$ cat src/hdl/isr_pkg.sv
`timescale 1ns / 1ps
// ----------------------------------------------------------------------------
// Servo regulator package
// Widths, register indexes, controller commands and the configuration
// bundle shared by the servo regulator modules.
// ----------------------------------------------------------------------------
package isr_pkg;

   // Word field widths
   localparam int DESIRED_W  = 24;
   localparam int MEASURED_W = 16;
   localparam int DRIVE_W    = 17;

   // Register widths
   localparam int COEF_W      = 24;
   localparam int WEIGHT_W    = 18;
   localparam int GAIN_W      = 24;
   localparam int CLIMIT_W    = 16;
   localparam int CSR_INDEX_W = 3;
   localparam int CSR_DATA_W  = 24;

   // Fixed-point layout
   localparam int FRAC_W      = 16;
   localparam int ONE_Q16     = 1 << FRAC_W;
   localparam int MEAS_SHIFT  = 8;
   localparam int SCALE_SHIFT = 2 * FRAC_W;
   localparam int INT_W       = 48;
   localparam int ISUM_W      = INT_W + 1;
   localparam int INC_SHIFT   = 8;
   localparam int SPLIT_W     = 24;

   // Drive clamp
   localparam int PWM_LIMIT = 190;
   localparam int U_LIM_Q16 = PWM_LIMIT * ONE_Q16;
   localparam logic signed [31:0] U_LIM = 32'(U_LIM_Q16);

   // Datapath widths
   localparam int ERR_W   = DESIRED_W + 1;
   localparam int WGT1_W  = WEIGHT_W + 1;
   localparam int COEF1_W = COEF_W + 1;
   localparam int U_W     = $clog2(PWM_LIMIT + 1) + FRAC_W + 1;
   localparam int MUL_W   = (U_W > COEF1_W) ? U_W : COEF1_W;
   localparam int PROD_W  = 2 * MUL_W;
   localparam int ACC_I_W = 46;
   localparam int ACC_M_W = PROD_W + 4;
   localparam int ACC_H_W = PROD_W;
   localparam int HH_W    = PROD_W + 2;
   localparam int Q_W     = PROD_W - SCALE_SHIFT;

   // Register indexes
   typedef enum logic [CSR_INDEX_W-1:0] {
      REG_POLE_COEFF     = 3'd0,
      REG_GAIN_NOW       = 3'd1,
      REG_GAIN_BEFORE    = 3'd2,
      REG_ERROR_WEIGHT   = 3'd3,
      REG_CURRENT_OUTPUT = 3'd4,
      REG_CURRENT_GAIN   = 3'd5,
      REG_CURRENT_LIMIT  = 3'd6
   } reg_index_type;

   // Multiplier operand pairs
   typedef enum logic [3:0] {
      MUL_ERR_NEW,
      MUL_ERR_OLD,
      MUL_POLE_NOW,
      MUL_POLE_OLD,
      MUL_B1_HI,
      MUL_B1_LO,
      MUL_B0_HI,
      MUL_B0_LO,
      MUL_SCALE
   } mul_sel_type;

   // Accumulator operations on the registered product
   typedef enum logic [2:0] {
      ACC_NONE,
      ACC_I_LOAD,
      ACC_I_SUB,
      ACC_M_LOAD,
      ACC_M_ADD,
      ACC_M_SUB,
      ACC_H_NEG,
      ACC_H_ADD
   } acc_op_type;

   // Controller to datapath commands
   typedef struct packed {
      logic        load_input;
      logic        mul_en;
      mul_sel_type mul_sel;
      acc_op_type  acc_op;
      logic        int_update;
      logic        sum_en;
      logic        clamp_en;
      logic        emit;
   } cmd_type;

   // Configuration registers
   typedef struct packed {
      logic signed [COEF_W-1:0]   pole_coeff;
      logic signed [COEF_W-1:0]   gain_now;
      logic signed [COEF_W-1:0]   gain_before;
      logic signed [WEIGHT_W-1:0] error_weight;
      logic                       current_output;
      logic [GAIN_W-1:0]          current_gain;
      logic [CLIMIT_W-1:0]        current_limit;
   } cfg_type;

endpackage

$ cat src/hdl/isr_if.sv
`timescale 1ns / 1ps
// ----------------------------------------------------------------------------
// Servo regulator channels
// Valid/ready channels for tick words, drive words and register writes.
// ----------------------------------------------------------------------------
interface isr_req_if;
   import isr_pkg::*;
   logic                         valid;
   logic                         ready;
   logic signed [DESIRED_W-1:0]  desired_step;
   logic signed [MEASURED_W-1:0] measured_step;

   modport source (output valid, output desired_step, output measured_step, input ready);
   modport sink (input valid, input desired_step, input measured_step, output ready);
endinterface

interface isr_rsp_if;
   import isr_pkg::*;
   logic                      valid;
   logic                      ready;
   logic signed [DRIVE_W-1:0] drive_value;

   modport source (output valid, output drive_value, input ready);
   modport sink (input valid, input drive_value, output ready);
endinterface

interface isr_csr_if;
   import isr_pkg::*;
   logic                   valid;
   logic                   ready;
   logic [CSR_INDEX_W-1:0] index;
   logic [CSR_DATA_W-1:0]  data;

   modport source (output valid, output index, output data, input ready);
   modport sink (input valid, input index, input data, output ready);
endinterface

$ cat src/hdl/isr_csr.sv
`timescale 1ns / 1ps
// ----------------------------------------------------------------------------
// Servo regulator register file
// Holds the coefficients and mode bits; writes to unknown indexes are dropped.
// ----------------------------------------------------------------------------
module isr_csr (
   input  logic                           clock,
   input  logic                           reset,
   input  logic                           csr_valid,
   output logic                           csr_ready,
   input  logic [isr_pkg::CSR_INDEX_W-1:0] csr_index,
   input  logic [isr_pkg::CSR_DATA_W-1:0]  csr_data,
   output isr_pkg::cfg_type               cfg
);
   import isr_pkg::*;

   cfg_type cfg_ff;

   // Always take a write word
   assign csr_ready = 1'b1;
   assign cfg       = cfg_ff;

   // Update the addressed register
   always_ff @(posedge clock) begin
      if (reset) begin
         cfg_ff <= '{current_output: 1'b1, default: '0};
      end else if (csr_valid) begin
         unique case (csr_index)
            REG_POLE_COEFF:     cfg_ff.pole_coeff     <= csr_data[COEF_W-1:0];
            REG_GAIN_NOW:       cfg_ff.gain_now       <= csr_data[COEF_W-1:0];
            REG_GAIN_BEFORE:    cfg_ff.gain_before    <= csr_data[COEF_W-1:0];
            REG_ERROR_WEIGHT:   cfg_ff.error_weight   <= csr_data[WEIGHT_W-1:0];
            REG_CURRENT_OUTPUT: cfg_ff.current_output <= csr_data[0];
            REG_CURRENT_GAIN:   cfg_ff.current_gain   <= csr_data[GAIN_W-1:0];
            REG_CURRENT_LIMIT:  cfg_ff.current_limit  <= csr_data[CLIMIT_W-1:0];
            default: ;
         endcase
      end
   end

endmodule

$ cat src/hdl/isr_ctrl.sv
`timescale 1ns / 1ps
// ----------------------------------------------------------------------------
// Servo regulator controller
// Steps the shared multiplier through the nine products of one tick and
// owns the result word's valid flag.
// ----------------------------------------------------------------------------
module isr_ctrl (
   input  logic             clock,
   input  logic             reset,
   input  logic             req_valid,
   output logic             req_ready,
   output logic             rsp_valid,
   input  logic             rsp_ready,
   output isr_pkg::cmd_type cmd
);
   import isr_pkg::*;

   typedef enum logic [3:0] {
      ST_IDLE,
      ST_ERR_NEW,
      ST_ERR_OLD,
      ST_POLE_NOW,
      ST_POLE_OLD,
      ST_B1_HI,
      ST_B1_LO,
      ST_B0_HI,
      ST_B0_LO,
      ST_MERGE,
      ST_SUM,
      ST_CLAMP,
      ST_SCALE,
      ST_EMIT
   } state_type;

   state_type state_ff, state_in;
   logic      rsp_valid_ff, rsp_valid_in;

   assign req_ready = (state_ff == ST_IDLE);
   assign rsp_valid = rsp_valid_ff;

   // Decode commands and next state
   always_comb begin
      cmd          = '0;
      state_in     = state_ff;
      rsp_valid_in = rsp_valid_ff && !rsp_ready;
      unique case (state_ff)
         ST_IDLE: begin
            if (req_valid) begin
               cmd.load_input = 1'b1;
               state_in       = ST_ERR_NEW;
            end
         end
         ST_ERR_NEW: begin
            cmd.mul_en  = 1'b1;
            cmd.mul_sel = MUL_ERR_NEW;
            state_in    = ST_ERR_OLD;
         end
         ST_ERR_OLD: begin
            cmd.mul_en  = 1'b1;
            cmd.mul_sel = MUL_ERR_OLD;
            cmd.acc_op  = ACC_I_LOAD;
            state_in    = ST_POLE_NOW;
         end
         ST_POLE_NOW: begin
            cmd.mul_en  = 1'b1;
            cmd.mul_sel = MUL_POLE_NOW;
            cmd.acc_op  = ACC_I_SUB;
            state_in    = ST_POLE_OLD;
         end
         ST_POLE_OLD: begin
            cmd.mul_en     = 1'b1;
            cmd.mul_sel    = MUL_POLE_OLD;
            cmd.acc_op     = ACC_M_LOAD;
            cmd.int_update = 1'b1;
            state_in       = ST_B1_HI;
         end
         ST_B1_HI: begin
            cmd.mul_en  = 1'b1;
            cmd.mul_sel = MUL_B1_HI;
            cmd.acc_op  = ACC_M_SUB;
            state_in    = ST_B1_LO;
         end
         ST_B1_LO: begin
            cmd.mul_en  = 1'b1;
            cmd.mul_sel = MUL_B1_LO;
            cmd.acc_op  = ACC_H_NEG;
            state_in    = ST_B0_HI;
         end
         ST_B0_HI: begin
            cmd.mul_en  = 1'b1;
            cmd.mul_sel = MUL_B0_HI;
            cmd.acc_op  = ACC_M_SUB;
            state_in    = ST_B0_LO;
         end
         ST_B0_LO: begin
            cmd.mul_en  = 1'b1;
            cmd.mul_sel = MUL_B0_LO;
            cmd.acc_op  = ACC_H_ADD;
            state_in    = ST_MERGE;
         end
         ST_MERGE: begin
            cmd.acc_op = ACC_M_ADD;
            state_in   = ST_SUM;
         end
         ST_SUM: begin
            cmd.sum_en = 1'b1;
            state_in   = ST_CLAMP;
         end
         ST_CLAMP: begin
            cmd.clamp_en = 1'b1;
            state_in     = ST_SCALE;
         end
         ST_SCALE: begin
            cmd.mul_en  = 1'b1;
            cmd.mul_sel = MUL_SCALE;
            state_in    = ST_EMIT;
         end
         ST_EMIT: begin
            // hold until the output register is free
            if (!rsp_valid_ff || rsp_ready) begin
               cmd.emit     = 1'b1;
               rsp_valid_in = 1'b1;
               state_in     = ST_IDLE;
            end
         end
         default: state_in = ST_IDLE;
      endcase
   end

   // Hold state and the result valid flag
   always_ff @(posedge clock) begin
      if (reset) begin
         state_ff     <= ST_IDLE;
         rsp_valid_ff <= 1'b0;
      end else begin
         state_ff     <= state_in;
         rsp_valid_ff <= rsp_valid_in;
      end
   end

endmodule

$ cat src/hdl/isr_datapath.sv
`timescale 1ns / 1ps
// ----------------------------------------------------------------------------
// Servo regulator datapath
// Shared 25x25 multiplier, integral/recursion accumulators, drive clamp,
// current scaling and the tick history.
// ----------------------------------------------------------------------------
module isr_datapath (
   input  logic                                  clock,
   input  logic                                  reset,
   input  isr_pkg::cmd_type                      cmd,
   input  isr_pkg::cfg_type                      cfg,
   input  logic signed [isr_pkg::DESIRED_W-1:0]  desired_step,
   input  logic signed [isr_pkg::MEASURED_W-1:0] measured_step,
   output logic signed [isr_pkg::DRIVE_W-1:0]    drive_value
);
   import isr_pkg::*;

   // Current word and history
   logic signed [DESIRED_W-1:0]  ds_ff, last_ds_ff;
   logic signed [MEASURED_W-1:0] ms_ff, last_ms_ff;
   logic signed [INT_W-1:0]      last_i_ff, inew_ff;
   logic signed [U_W-1:0]        u1_ff, u2_ff, u_ff;

   // Working registers
   logic signed [PROD_W-1:0]  prod_ff;
   logic signed [ACC_I_W-1:0] acc_i_ff;
   logic signed [ACC_M_W-1:0] acc_m_ff;
   logic signed [ACC_H_W-1:0] acc_h_ff;
   logic signed [HH_W-1:0]    hh_ff;
   logic [7:0]                mlhi_ff;
   logic signed [DRIVE_W-1:0] drive_ff;

   // Combinational terms
   logic signed [ERR_W-1:0]   e_new, e_old;
   logic signed [WGT1_W-1:0]  one_plus_d, one_minus_d;
   logic signed [COEF1_W-1:0] one_plus_a;
   logic signed [MUL_W-1:0]   mul_a, mul_b;
   logic signed [PROD_W-1:0]  prod_in;
   logic signed [ISUM_W-1:0]  isum;
   logic signed [INT_W-1:0]   isat;
   logic signed [HH_W-1:0]    hh_in;
   logic                      hh_over, hh_under;
   logic signed [31:0]        u_raw, u_sel;
   logic signed [Q_W-1:0]     q_cur, q_lim, q_clamped;
   logic signed [DRIVE_W-1:0] q_raw, drive_in;

   assign drive_value = drive_ff;

   // Tick errors and shifted coefficients
   assign e_new = ERR_W'(ds_ff) - ERR_W'($signed({ms_ff, {MEAS_SHIFT{1'b0}}}));
   assign e_old = ERR_W'(last_ds_ff) - ERR_W'($signed({last_ms_ff, {MEAS_SHIFT{1'b0}}}));
   assign one_plus_d  = WGT1_W'(cfg.error_weight) + WGT1_W'(ONE_Q16);
   assign one_minus_d = WGT1_W'(ONE_Q16) - WGT1_W'(cfg.error_weight);
   assign one_plus_a  = COEF1_W'(cfg.pole_coeff) + COEF1_W'(ONE_Q16);

   // Select multiplier operands
   always_comb begin
      unique case (cmd.mul_sel)
         MUL_ERR_NEW: begin
            mul_a = MUL_W'(one_plus_d);
            mul_b = MUL_W'(e_new);
         end
         MUL_ERR_OLD: begin
            mul_a = MUL_W'(one_minus_d);
            mul_b = MUL_W'(e_old);
         end
         MUL_POLE_NOW: begin
            mul_a = MUL_W'(one_plus_a);
            mul_b = MUL_W'(u1_ff);
         end
         MUL_POLE_OLD: begin
            mul_a = MUL_W'(cfg.pole_coeff);
            mul_b = MUL_W'(u2_ff);
         end
         MUL_B1_HI: begin
            mul_a = MUL_W'(cfg.gain_before);
            mul_b = MUL_W'($signed(last_i_ff[INT_W-1:SPLIT_W]));
         end
         MUL_B1_LO: begin
            mul_a = MUL_W'(cfg.gain_before);
            mul_b = MUL_W'($signed({1'b0, last_i_ff[SPLIT_W-1:0]}));
         end
         MUL_B0_HI: begin
            mul_a = MUL_W'(cfg.gain_now);
            mul_b = MUL_W'($signed(inew_ff[INT_W-1:SPLIT_W]));
         end
         MUL_B0_LO: begin
            mul_a = MUL_W'(cfg.gain_now);
            mul_b = MUL_W'($signed({1'b0, inew_ff[SPLIT_W-1:0]}));
         end
         MUL_SCALE: begin
            mul_a = MUL_W'(u_ff);
            mul_b = MUL_W'($signed({1'b0, cfg.current_gain}));
         end
         default: begin
            mul_a = '0;
            mul_b = '0;
         end
      endcase
   end

   assign prod_in = mul_a * mul_b;

   // Register the product
   always_ff @(posedge clock) begin
      if (cmd.mul_en) begin
         prod_ff <= prod_in;
      end
   end

   // Accumulate the previous product
   always_ff @(posedge clock) begin
      unique case (cmd.acc_op)
         ACC_NONE:   ;
         ACC_I_LOAD: acc_i_ff <= ACC_I_W'(prod_ff);
         ACC_I_SUB:  acc_i_ff <= acc_i_ff - ACC_I_W'(prod_ff);
         ACC_M_LOAD: acc_m_ff <= ACC_M_W'(prod_ff);
         ACC_M_ADD:  acc_m_ff <= acc_m_ff + ACC_M_W'(prod_ff);
         ACC_M_SUB:  acc_m_ff <= acc_m_ff - ACC_M_W'(prod_ff);
         ACC_H_NEG:  acc_h_ff <= -prod_ff;
         ACC_H_ADD:  acc_h_ff <= acc_h_ff + prod_ff;
      endcase
   end

   // Integral increment: floor to Q.16, add, saturate to 48 bits
   assign isum = ISUM_W'(last_i_ff) + ISUM_W'(acc_i_ff >>> INC_SHIFT);
   always_comb begin
      if (isum[ISUM_W-1] != isum[ISUM_W-2]) begin
         isat = isum[ISUM_W-1] ? {1'b1, {(INT_W-1){1'b0}}} : {1'b0, {(INT_W-1){1'b1}}};
      end else begin
         isat = isum[INT_W-1:0];
      end
   end

   // Merge the split recursion sums
   assign hh_in = HH_W'(acc_h_ff) + HH_W'(acc_m_ff >>> SPLIT_W);

   // Drive clamp: out-of-range sums go straight to the limit
   assign hh_over  = !hh_ff[HH_W-1] && (|hh_ff[HH_W-2:SPLIT_W-1]);
   assign hh_under = hh_ff[HH_W-1] && !(&hh_ff[HH_W-2:SPLIT_W-1]);
   assign u_raw    = $signed({hh_ff[SPLIT_W-1:0], mlhi_ff});
   always_comb begin
      priority if (hh_over) begin
         u_sel = U_LIM;
      end else if (hh_under) begin
         u_sel = -U_LIM;
      end else if (u_raw > U_LIM) begin
         u_sel = U_LIM;
      end else if (u_raw < -U_LIM) begin
         u_sel = -U_LIM;
      end else begin
         u_sel = u_raw;
      end
   end

   // Current command: truncate toward zero, clamp to the current limit
   assign q_cur = Q_W'(prod_ff >>> SCALE_SHIFT)
                + Q_W'(prod_ff[PROD_W-1] && (prod_ff[SCALE_SHIFT-1:0] != '0));
   assign q_lim = Q_W'($signed({1'b0, cfg.current_limit}));
   always_comb begin
      priority if (q_cur > q_lim) begin
         q_clamped = q_lim;
      end else if (q_cur < -q_lim) begin
         q_clamped = -q_lim;
      end else begin
         q_clamped = q_cur;
      end
   end

   // Raw PWM value truncated toward zero
   assign q_raw = DRIVE_W'(u_ff >>> FRAC_W)
                + DRIVE_W'(u_ff[U_W-1] && (u_ff[FRAC_W-1:0] != '0));

   assign drive_in = cfg.current_output ? DRIVE_W'(q_clamped) : q_raw;

   // Capture the tick word and the stage results
   always_ff @(posedge clock) begin
      if (cmd.load_input) begin
         ds_ff <= desired_step;
         ms_ff <= measured_step;
      end
      if (cmd.int_update) begin
         inew_ff <= isat;
      end
      if (cmd.sum_en) begin
         hh_ff   <= hh_in;
         mlhi_ff <= acc_m_ff[SPLIT_W-1:FRAC_W];
      end
      if (cmd.clamp_en) begin
         u_ff <= U_W'(u_sel);
      end
      if (cmd.emit) begin
         drive_ff <= drive_in;
      end
   end

   // Advance the history at the end of each tick
   always_ff @(posedge clock) begin
      if (reset) begin
         last_ds_ff <= '0;
         last_ms_ff <= '0;
         last_i_ff  <= '0;
         u1_ff      <= '0;
         u2_ff      <= '0;
      end else if (cmd.emit) begin
         last_ds_ff <= ds_ff;
         last_ms_ff <= ms_ff;
         last_i_ff  <= inew_ff;
         u2_ff      <= u1_ff;
         u1_ff      <= u_ff;
      end
   end

endmodule

$ cat src/hdl/incremental_servo_regulator.sv
`timescale 1ns / 1ps
// ----------------------------------------------------------------------------
// Incremental servo regulator
// Per tick: desired and measured step in, one PWM or current command out.
//
// req_bus carries one tick word (desired_step Q16.8, measured_step counts);
// rsp_bus returns one drive_value word for every tick word. csr_bus writes
// the coefficient and mode registers by index and is always ready; write it
// only while no tick is in progress.
// A new tick word is taken only after the previous one's drive word has
// entered the output register: the nine products of a tick run in turn
// through a single shared 25x25 multiplier, followed by merge, sum, clamp
// and scaling steps. Reset clears the filter history and the coefficients
// and selects current mode. When the receiver stalls, the finished word
// waits in the output register; the next tick word is still taken and
// computed, and its last step holds until the output register is free.
// ----------------------------------------------------------------------------
module incremental_servo_regulator (
   input  logic            clock,
   input  logic            reset,
   isr_req_if.sink         req_bus,
   isr_rsp_if.source       rsp_bus,
   isr_csr_if.sink         csr_bus
);
   import isr_pkg::*;

   cmd_type cmd;
   cfg_type cfg;

   // Register file
   isr_csr u_csr (
      .clock     (clock),
      .reset     (reset),
      .csr_valid (csr_bus.valid),
      .csr_ready (csr_bus.ready),
      .csr_index (csr_bus.index),
      .csr_data  (csr_bus.data),
      .cfg       (cfg)
   );

   // Sequencer
   isr_ctrl u_ctrl (
      .clock     (clock),
      .reset     (reset),
      .req_valid (req_bus.valid),
      .req_ready (req_bus.ready),
      .rsp_valid (rsp_bus.valid),
      .rsp_ready (rsp_bus.ready),
      .cmd       (cmd)
   );

   // Arithmetic
   isr_datapath u_datapath (
      .clock         (clock),
      .reset         (reset),
      .cmd           (cmd),
      .cfg           (cfg),
      .desired_step  (req_bus.desired_step),
      .measured_step (req_bus.measured_step),
      .drive_value   (rsp_bus.drive_value)
   );

endmodule

$ cat src/flat_wrapper.sv
// flat-port wrapper written by rule: the top's interface ports become plain ports
module incremental_servo_regulator_flat import isr_pkg::*;
  (clock, reset, req_bus_valid, req_bus_desired_step, req_bus_measured_step, req_bus_ready, rsp_bus_valid, rsp_bus_drive_value, rsp_bus_ready, csr_bus_valid, csr_bus_index, csr_bus_data, csr_bus_ready);
  isr_req_if req_bus_i ();
  isr_rsp_if rsp_bus_i ();
  isr_csr_if csr_bus_i ();
  input  logic clock;
  input  logic reset;
  input wire logic [$bits(req_bus_i.valid)-1:0] req_bus_valid;
  input wire logic [$bits(req_bus_i.desired_step)-1:0] req_bus_desired_step;
  input wire logic [$bits(req_bus_i.measured_step)-1:0] req_bus_measured_step;
  output wire logic [$bits(req_bus_i.ready)-1:0] req_bus_ready;
  output wire logic [$bits(rsp_bus_i.valid)-1:0] rsp_bus_valid;
  output wire logic [$bits(rsp_bus_i.drive_value)-1:0] rsp_bus_drive_value;
  input wire logic [$bits(rsp_bus_i.ready)-1:0] rsp_bus_ready;
  input wire logic [$bits(csr_bus_i.valid)-1:0] csr_bus_valid;
  input wire logic [$bits(csr_bus_i.index)-1:0] csr_bus_index;
  input wire logic [$bits(csr_bus_i.data)-1:0] csr_bus_data;
  output wire logic [$bits(csr_bus_i.ready)-1:0] csr_bus_ready;
  assign req_bus_i.valid = req_bus_valid;
  assign req_bus_i.desired_step = req_bus_desired_step;
  assign req_bus_i.measured_step = req_bus_measured_step;
  assign req_bus_ready = req_bus_i.ready;
  assign rsp_bus_valid = rsp_bus_i.valid;
  assign rsp_bus_drive_value = rsp_bus_i.drive_value;
  assign rsp_bus_i.ready = rsp_bus_ready;
  assign csr_bus_i.valid = csr_bus_valid;
  assign csr_bus_i.index = csr_bus_index;
  assign csr_bus_i.data = csr_bus_data;
  assign csr_bus_ready = csr_bus_i.ready;
  incremental_servo_regulator u_core (.clock(clock), .reset(reset), .req_bus(req_bus_i), .rsp_bus(rsp_bus_i), .csr_bus(csr_bus_i));
endmodule
$ cat config.mk
export PLATFORM = sky130hd
export DESIGN_NAME = incremental_servo_regulator_flat
export DESIGN_NICKNAME = d
export VERILOG_FILES = /design/src/hdl/isr_pkg.sv /design/src/hdl/isr_if.sv /design/src/hdl/isr_csr.sv /design/src/hdl/isr_ctrl.sv /design/src/hdl/isr_datapath.sv /design/src/hdl/incremental_servo_regulator.sv /design/src/flat_wrapper.sv
export SDC_FILE = /design/constraint.sdc
export NUM_CORES = 2
export LEC_CHECK = 0
export BUFFER_PORTS_ARGS = -buffer_cell sky130_fd_sc_hd__buf_2
export CORE_MARGIN = 2
export CORE_UTILIZATION = 30
export DETAILED_ROUTE_END_ITERATION = 10
export PLACE_DENSITY = 0.49
export SYNTH_ARGS = -nofsm -noshare
export SYNTH_HDL_FRONTEND = slang
export SYNTH_SLANG_ARGS = --single-unit
$ cat constraint.sdc
create_clock -name clock -period 22.5 [get_ports clock]
set_clock_uncertainty 0.05 [all_clocks]
set_input_delay 3.375 -clock clock [delete_from_list [all_inputs] [get_ports clock]]
set_output_delay 3.375 -clock clock [all_outputs]
set_load 0.05 [all_outputs]
# Word-level counts from Yosys, hierarchy flattened

Cells that the tools add are included.

Equal/unequal tests: 37
Reductions and logical operators: 32
Add/sub/neg operators: 15
Mux-type cells: 27
Multiply operators: 1
Magnitude comparators: 4

Operators with widths:

| kind                                                                            | count |
|---|---|
| 25-bit case mux with 9 select lines                                             | 1 |
| 25-bit case mux with 7 select lines                                             | 1 |
| 54-bit case mux with 3 select lines                                             | 1 |
| 50-bit case mux with 2 select lines                                             | 1 |
| 48-bit 2-to-1 mux                                                               | 2 |
| 46-bit case mux with 2 select lines                                             | 1 |
| 25-bit 2-to-1 mux                                                               | 3 |
| 4-bit case mux with 14 select lines                                             | 1 |
| 54-bit by 50-bit adder with 54-bit output                                       | 1 |
| 54-bit by 50-bit subtractor with 54-bit output                                  | 1 |
| 50-bit by 30-bit adder with 51-bit output                                       | 1 |
| 17-bit 2-to-1 mux                                                               | 3 |
| 50-bit adder                                                                    | 1 |
| 25-bit by 25-bit multiplier with 50-bit output                                  | 1 |
| 50-bit negator                                                                  | 1 |
| 24-bit by 24-bit subtractor with 25-bit output                                  | 2 |
| 48-bit by 38-bit adder with 49-bit output                                       | 1 |
| 46-bit subtractor                                                               | 1 |
| 5-bit case mux with 9 select lines                                              | 1 |
| 4-bit by 3-bit == test with 1-bit output (second input constant)                | 8 |
| 32-bit by 25-bit > comparator with 1-bit output (second input constant)         | 1 |
| 32-bit by 25-bit less-than comparator with 1-bit output (second input constant) | 1 |
| 32-bit nonzero test                                                             | 1 |
| 4-bit == test (second input constant)                                           | 7 |
| 31 further kinds                                                                | 73 |

Output and inout port bits: 20
Input port bits: 72
Logic and storage cells: 142
Bits in registers: 663

# Logic depth before layout (Yosys ltp)

Depth after elaboration: 7
Depth in mapped cells: 40
Mapped depth without buffers: 39

# Cells and area by module

Synthesis repeated with hierarchy kept, for this count alone.

Cells, all modules: 7,383
Area, all modules: 67,632.4 µm²

Modules (own cells, without submodules):

| module       | cells an instance | times used | area an instance (µm²) | sequential area each (µm²) |
|---|---|---|---|---|
| isr_datapath | 6,860             | 1          | 62,017.0               | 14,443.9 |
| isr_csr      | 462               | 1          | 5,173.7                | 2,622.5 |
| isr_ctrl     | 61                | 1          | 441.7                  | 100.1 |

# Worst setup path after synthesis

No wires, ideal clock.

Path type: register to register
Start: reg u_core.u_ctrl.state_ff[2]
End: reg u_core.u_datapath.prod_ff[48], data pin
Slack: 12.222 ns
Setup time: 0.263 ns
Buffers on the path: 4
Required time: 22.187 ns
Arrival time: 9.965 ns
Stages on the path, launching flop included: 35
Cells stage by stage: dfxtp_1 -> buf_2 -> nor2b_1 -> nand2_1 -> inv_1 -> clkbuf_1 -> clkbuf_1 -> a222oi_1 -> nand3_1 -> clkbuf_1 -> nand2_1 -> fa_1 -> inv_1 -> fa_1 -> fa_1 -> fa_1 -> inv_1 -> fa_1 -> inv_1 -> fa_1 -> inv_1 -> fa_1 -> inv_1 -> ha_1 -> and3_1 -> nor4b_1 -> o311a_1 -> o21ai_0 -> nor4_1 -> o21ai_0 -> o211ai_1 -> nand3_1 -> o21ai_0 -> a311oi_1 -> xnor2_1

Longest elaborated chain between the ends: 6
Elaborated cells on any way between the ends: 24

Ends and longest elaborated chain:

| what                                             | line                | source |
|---|---|---|
| from (decl)                                      | isr_ctrl.sv:35      | `state_type state_ff, state_in;` |
| from (signal assigned)                           | isr_ctrl.sv:136     | `state_ff <= state_in;` |
| 4-bit == test, or another cell as far along      | isr_ctrl.sv:46      | `unique case (state_ff)` |
| 5-bit case mux with 9 select lines *             | isr_ctrl.sv:46      |  |
| 4-bit by 3-bit == test with 1-bit output         | isr_datapath.sv:58  | `unique case (cmd.mul_sel)` |
| 2-bit OR reduction (no source line)              | -                   |  |
| 25-bit case mux with 7 select lines              | isr_datapath.sv:58  |  |
| 25-bit by 25-bit multiplier with 50-bit output * | isr_datapath.sv:102 | `assign prod_in = mul_a * mul_b;` |
| via u_core.u_datapath.prod_in[48]                | isr_datapath.sv:38  | `logic signed [PROD_W-1:0] prod_in;` |
| to (signal assigned)                             | isr_datapath.sv:107 | `prod_ff <= prod_in;` |
| to (decl)                                        | isr_datapath.sv:25  | `logic signed [PROD_W-1:0] prod_ff;` |

Mark *: on every way through the listed nets, which the timed path passes. The rest lies on a longest branch.
A chain may end at the register's enable or synchronous reset.

# Worst setup path after layout

Ends and elaborated chain as after synthesis.

==> summary.txt <==
STA
  – Hold slack: ~0.41 ns
  – Total negative slack: 0 ns
  – Final worst setup slack: 10.58 ns
  – Worst Tran Pin Value: 1.37 ns
  – Fmax: around 0.084 GHz
  – Fin. Hold Viols: 0
  – Worst slew margin: 0.0842
  – Post-route minimum period: approximately 12 ns
  – Setup violators final: 0
  – Tcrit/Tclk final: 0.530
  – Fin. max-slew vios: 0
  – RSZ-0062 raised after global routing: false

CTS
  – TritonCTS clock tree: yes
  – CTS Hold Bufs: 0
  – Reg clk slew, reported paths: 0.06 ns
  – Root buffer cell: clkbuf_16
  – Num CTS Buffers: 78
  – Clk buf depth: 3
  – # Post-CTS Setup Buffers: 0
  – Clock Sinks: approximately 660
  – CTS HTree Levels: 3
  – Cts repair resizes: 0
  – Worst-Skew Late Latency: approximately 0.72 ns

Place
  – RD Place Congestion: between 0.9 and 1
  – Setup WS pre-CTS: 10.88 ns
  – Port Buffers: 90
  – HPWL after DPL: about 200000 µm

Logic synthesis
  – Post-synth EDFFs: 389
  – Syn_area_per_cell: between 8 and 9 µm²
  – Most instantiated cells after synthesis: nand2_1 (1292), inv_1 (847), fa_1 (666)
  – Cell taking the most area after synthesis: fa_1
  – Dominant synthesized flop cell: edfxtp_1
  – Number of synthesized register bits: 663
  – Mapped cell area: around 67000 µm²
  – Asr flop ratio synth: 0
  – Post-synthesis sequential area ratio: 0.256
  – Synth cell types: between 100 and 150
  – Most common cell in the synthesized netlist: nand2_1
  – Cell count after synthesis: 7683
  – Top cell type's share of synthesized area: 0.199
  – Yosys warnings: 0
  – Synth area leaders: fa_1 (20%), edfxtp_1 (17%), ha_1 (8.6%), dfxtp_1 (8.2%), nand2_1 (7.2%)
  – Syn nets: a little under 9000

Drt
  – Total Wirelength: about 260000 µm
  – Vias: 56800
  – Number of DRC markers in iteration 0: around 5700
  – Routed len/inst: 24.3 µm
  – Vias per inst: roughly 5.3
  – ANT nets after route: 0
  – Drt drc: 0
  – First-pass DRT Iterations: 8

Floorplanning
  – Core Box Area: between 200000 and 250000 µm²
  – Io pins: 92
  – # rows: approximately 170
  – Die area: 227000 µm²
  – Die X: around 480 µm
  – Die span in y: between 400 and 500 µm
  – Initial core utilization: 0.302

Cells and area
  – Layout cells sized above 1: 0.0594
  – Area Growth Syn to Fin: 9.81%
  – Final core utilization: 0.331
  – Nets: 8814

GRT
  – First-pass GRT wire length: about 380000 µm
  – Number of global-route vias before repair: 56100
  – Grt ovf: 0
  – Total GRT Usage: 0.224
  – Initial antenna violation count: 20
  – Pin count of the biggest net entering global routing: ~130

Critical path
  – WP depth: 29
  – Crit. End Element: register
  – Slowest CP cell: nor2b_1
  – Slowest Stage Delay on Critical Path: between 1 and 1.5 ns
  – Crit Path Class: reg -> reg
  – CP max FO: 46
  – Cell family with most CP delay: adder cells
  – R2R cell count: 29
  – Most frequent cell on the critical path: fa_1
  – Worst setup SP type: register
  – WP data arrival: roughly 12 ns
  – CP bufs+invs: 3
  – CP Data Required Time: ~23 ns

Worst hold path
  – Hold Path Stages: 2
  – Min-Delay Path Class: reg -> reg

Job
  – Max Cap Viol: 0

Power and ir drop
  – VDD IR-drop max: ~80 µV
  – Pwr/cell area: roughly 100 nW/µm²
  – Leak: slightly above 30 nW

Run status
  – Outcome: completed
==> per-stage QoR <==
step	instance area, µm²	instances	total power [mW]
3_5_place_dp	70900	10500	6.01
6_report	73600	10700	7.43
3_3_place_gp	70900	10500	6.02
2_1_floorplan	67000	7683	4.48
5_1_grt	73600	10700	7.94
4_1_cts	73600	10700	7.44
==> kinds of logic (layout without fill, tap and decap cells) <==
family                     count (synthesis)  after routing  synth area share
DFF                                      663            663             0.256
adders and majority gates               1128           1128             0.285
buffers and inverters                   1212           1209            0.0708
muxes                                     22             22           0.00344
AOI/OAI and AO/OA                       1743           1743             0.164
other                                      1              9         0.0000560
and+or+nand+nor                         2494           2494             0.165
xor gates and xnor gates                 420            420            0.0550
==> where the power goes <==
group	leakage, nW	internal, mW	switching, mW	total, mW
combinational	24.0	1.59	2.85	4.44
sequential	5.76	1.48	0.137	1.61
clock	1.28	0.782	0.594	1.38
==> area by class of cell <==
cell class              instances  area [µm²]
flip-flops and latches        663       17200
diodes                          8        20.0
clock buffers                  98        2090
multi-input cells            5808       45400
well taps                    2975        3720
repair buffers                215        1400
fillers                     23200      148000
inverters                     849        3190
clock inverters                47         574
==> per-layer routing <==
layer / wire length (µm) / part of all wire / track usage
met2: 118000 / 0.46 / 0.359
met5: 18 / 0.000069 / 0
met1: 112000 / 0.43 / 0.308
met3: 18000 / 0.069 / 0.0293
met4: 11000 / 0.042 / 0.0848
==> registers in the layout (all words and copies together) (netlist names) <==
signal / count
u_core.u_datapath.u2_ff: 25
u_core.u_ctrl.rsp_valid: 1
u_core.u_datapath.acc_m_ff: 54
u_core.u_datapath.acc_h_ff: 50
u_core.u_datapath.last_ds_ff: 24
u_core.u_datapath.drive_value: 17
u_core.u_datapath.ds_ff: 24
u_core.u_datapath.u1_ff: 25
u_core.u_datapath.mlhi_ff: 8
u_core.u_datapath.last_i_ff: 48
u_core.u_csr.cfg: 131
u_core.u_datapath.inew_ff: 48
u_core.u_ctrl.state_ff: 4
u_core.u_datapath.last_ms_ff: 16
u_core.u_datapath.acc_i_ff: 46
u_core.u_datapath.ms_ff: 16
u_core.u_datapath.prod_ff: 50
u_core.u_datapath.hh_ff: 51
u_core.u_datapath.u_ff: 25
==> placed cells by master (no fill, tap or decap), drive strengths merged, types with 215 or more instances in the layout <==
cell and instances:
a21oi 657, buf 215, dfxtp 274, edfxtp 389
fa 666, ha 461, inv 855, nand2 1294
nor2 503, o21ai 345, xnor2 298
==> worst min-delay path, cell delays in order, from the launching register on <==
cell	delay (ns)
dfxtp_1	0.30
nand2_1	0.05
a21oi_1	0.05
==> worst paths after layout <==
| kind | start | to | slack (ns) |
|---|---|---|---|
| setup / recovery | u_core.u_ctrl.state_ff[2] | u_core.u_datapath.prod_ff[48] | 10.58 |
| setup reg to reg | u_core.u_ctrl.state_ff[2] | u_core.u_datapath.prod_ff[48] | 10.58 |
| hold reg to reg | u_core.u_csr.cfg[114] | u_core.u_csr.cfg[114] | 0.41 |
| hold / removal | u_core.u_csr.cfg[114] | u_core.u_csr.cfg[114] | 0.41 |
(Power assumes the default switching activity.)
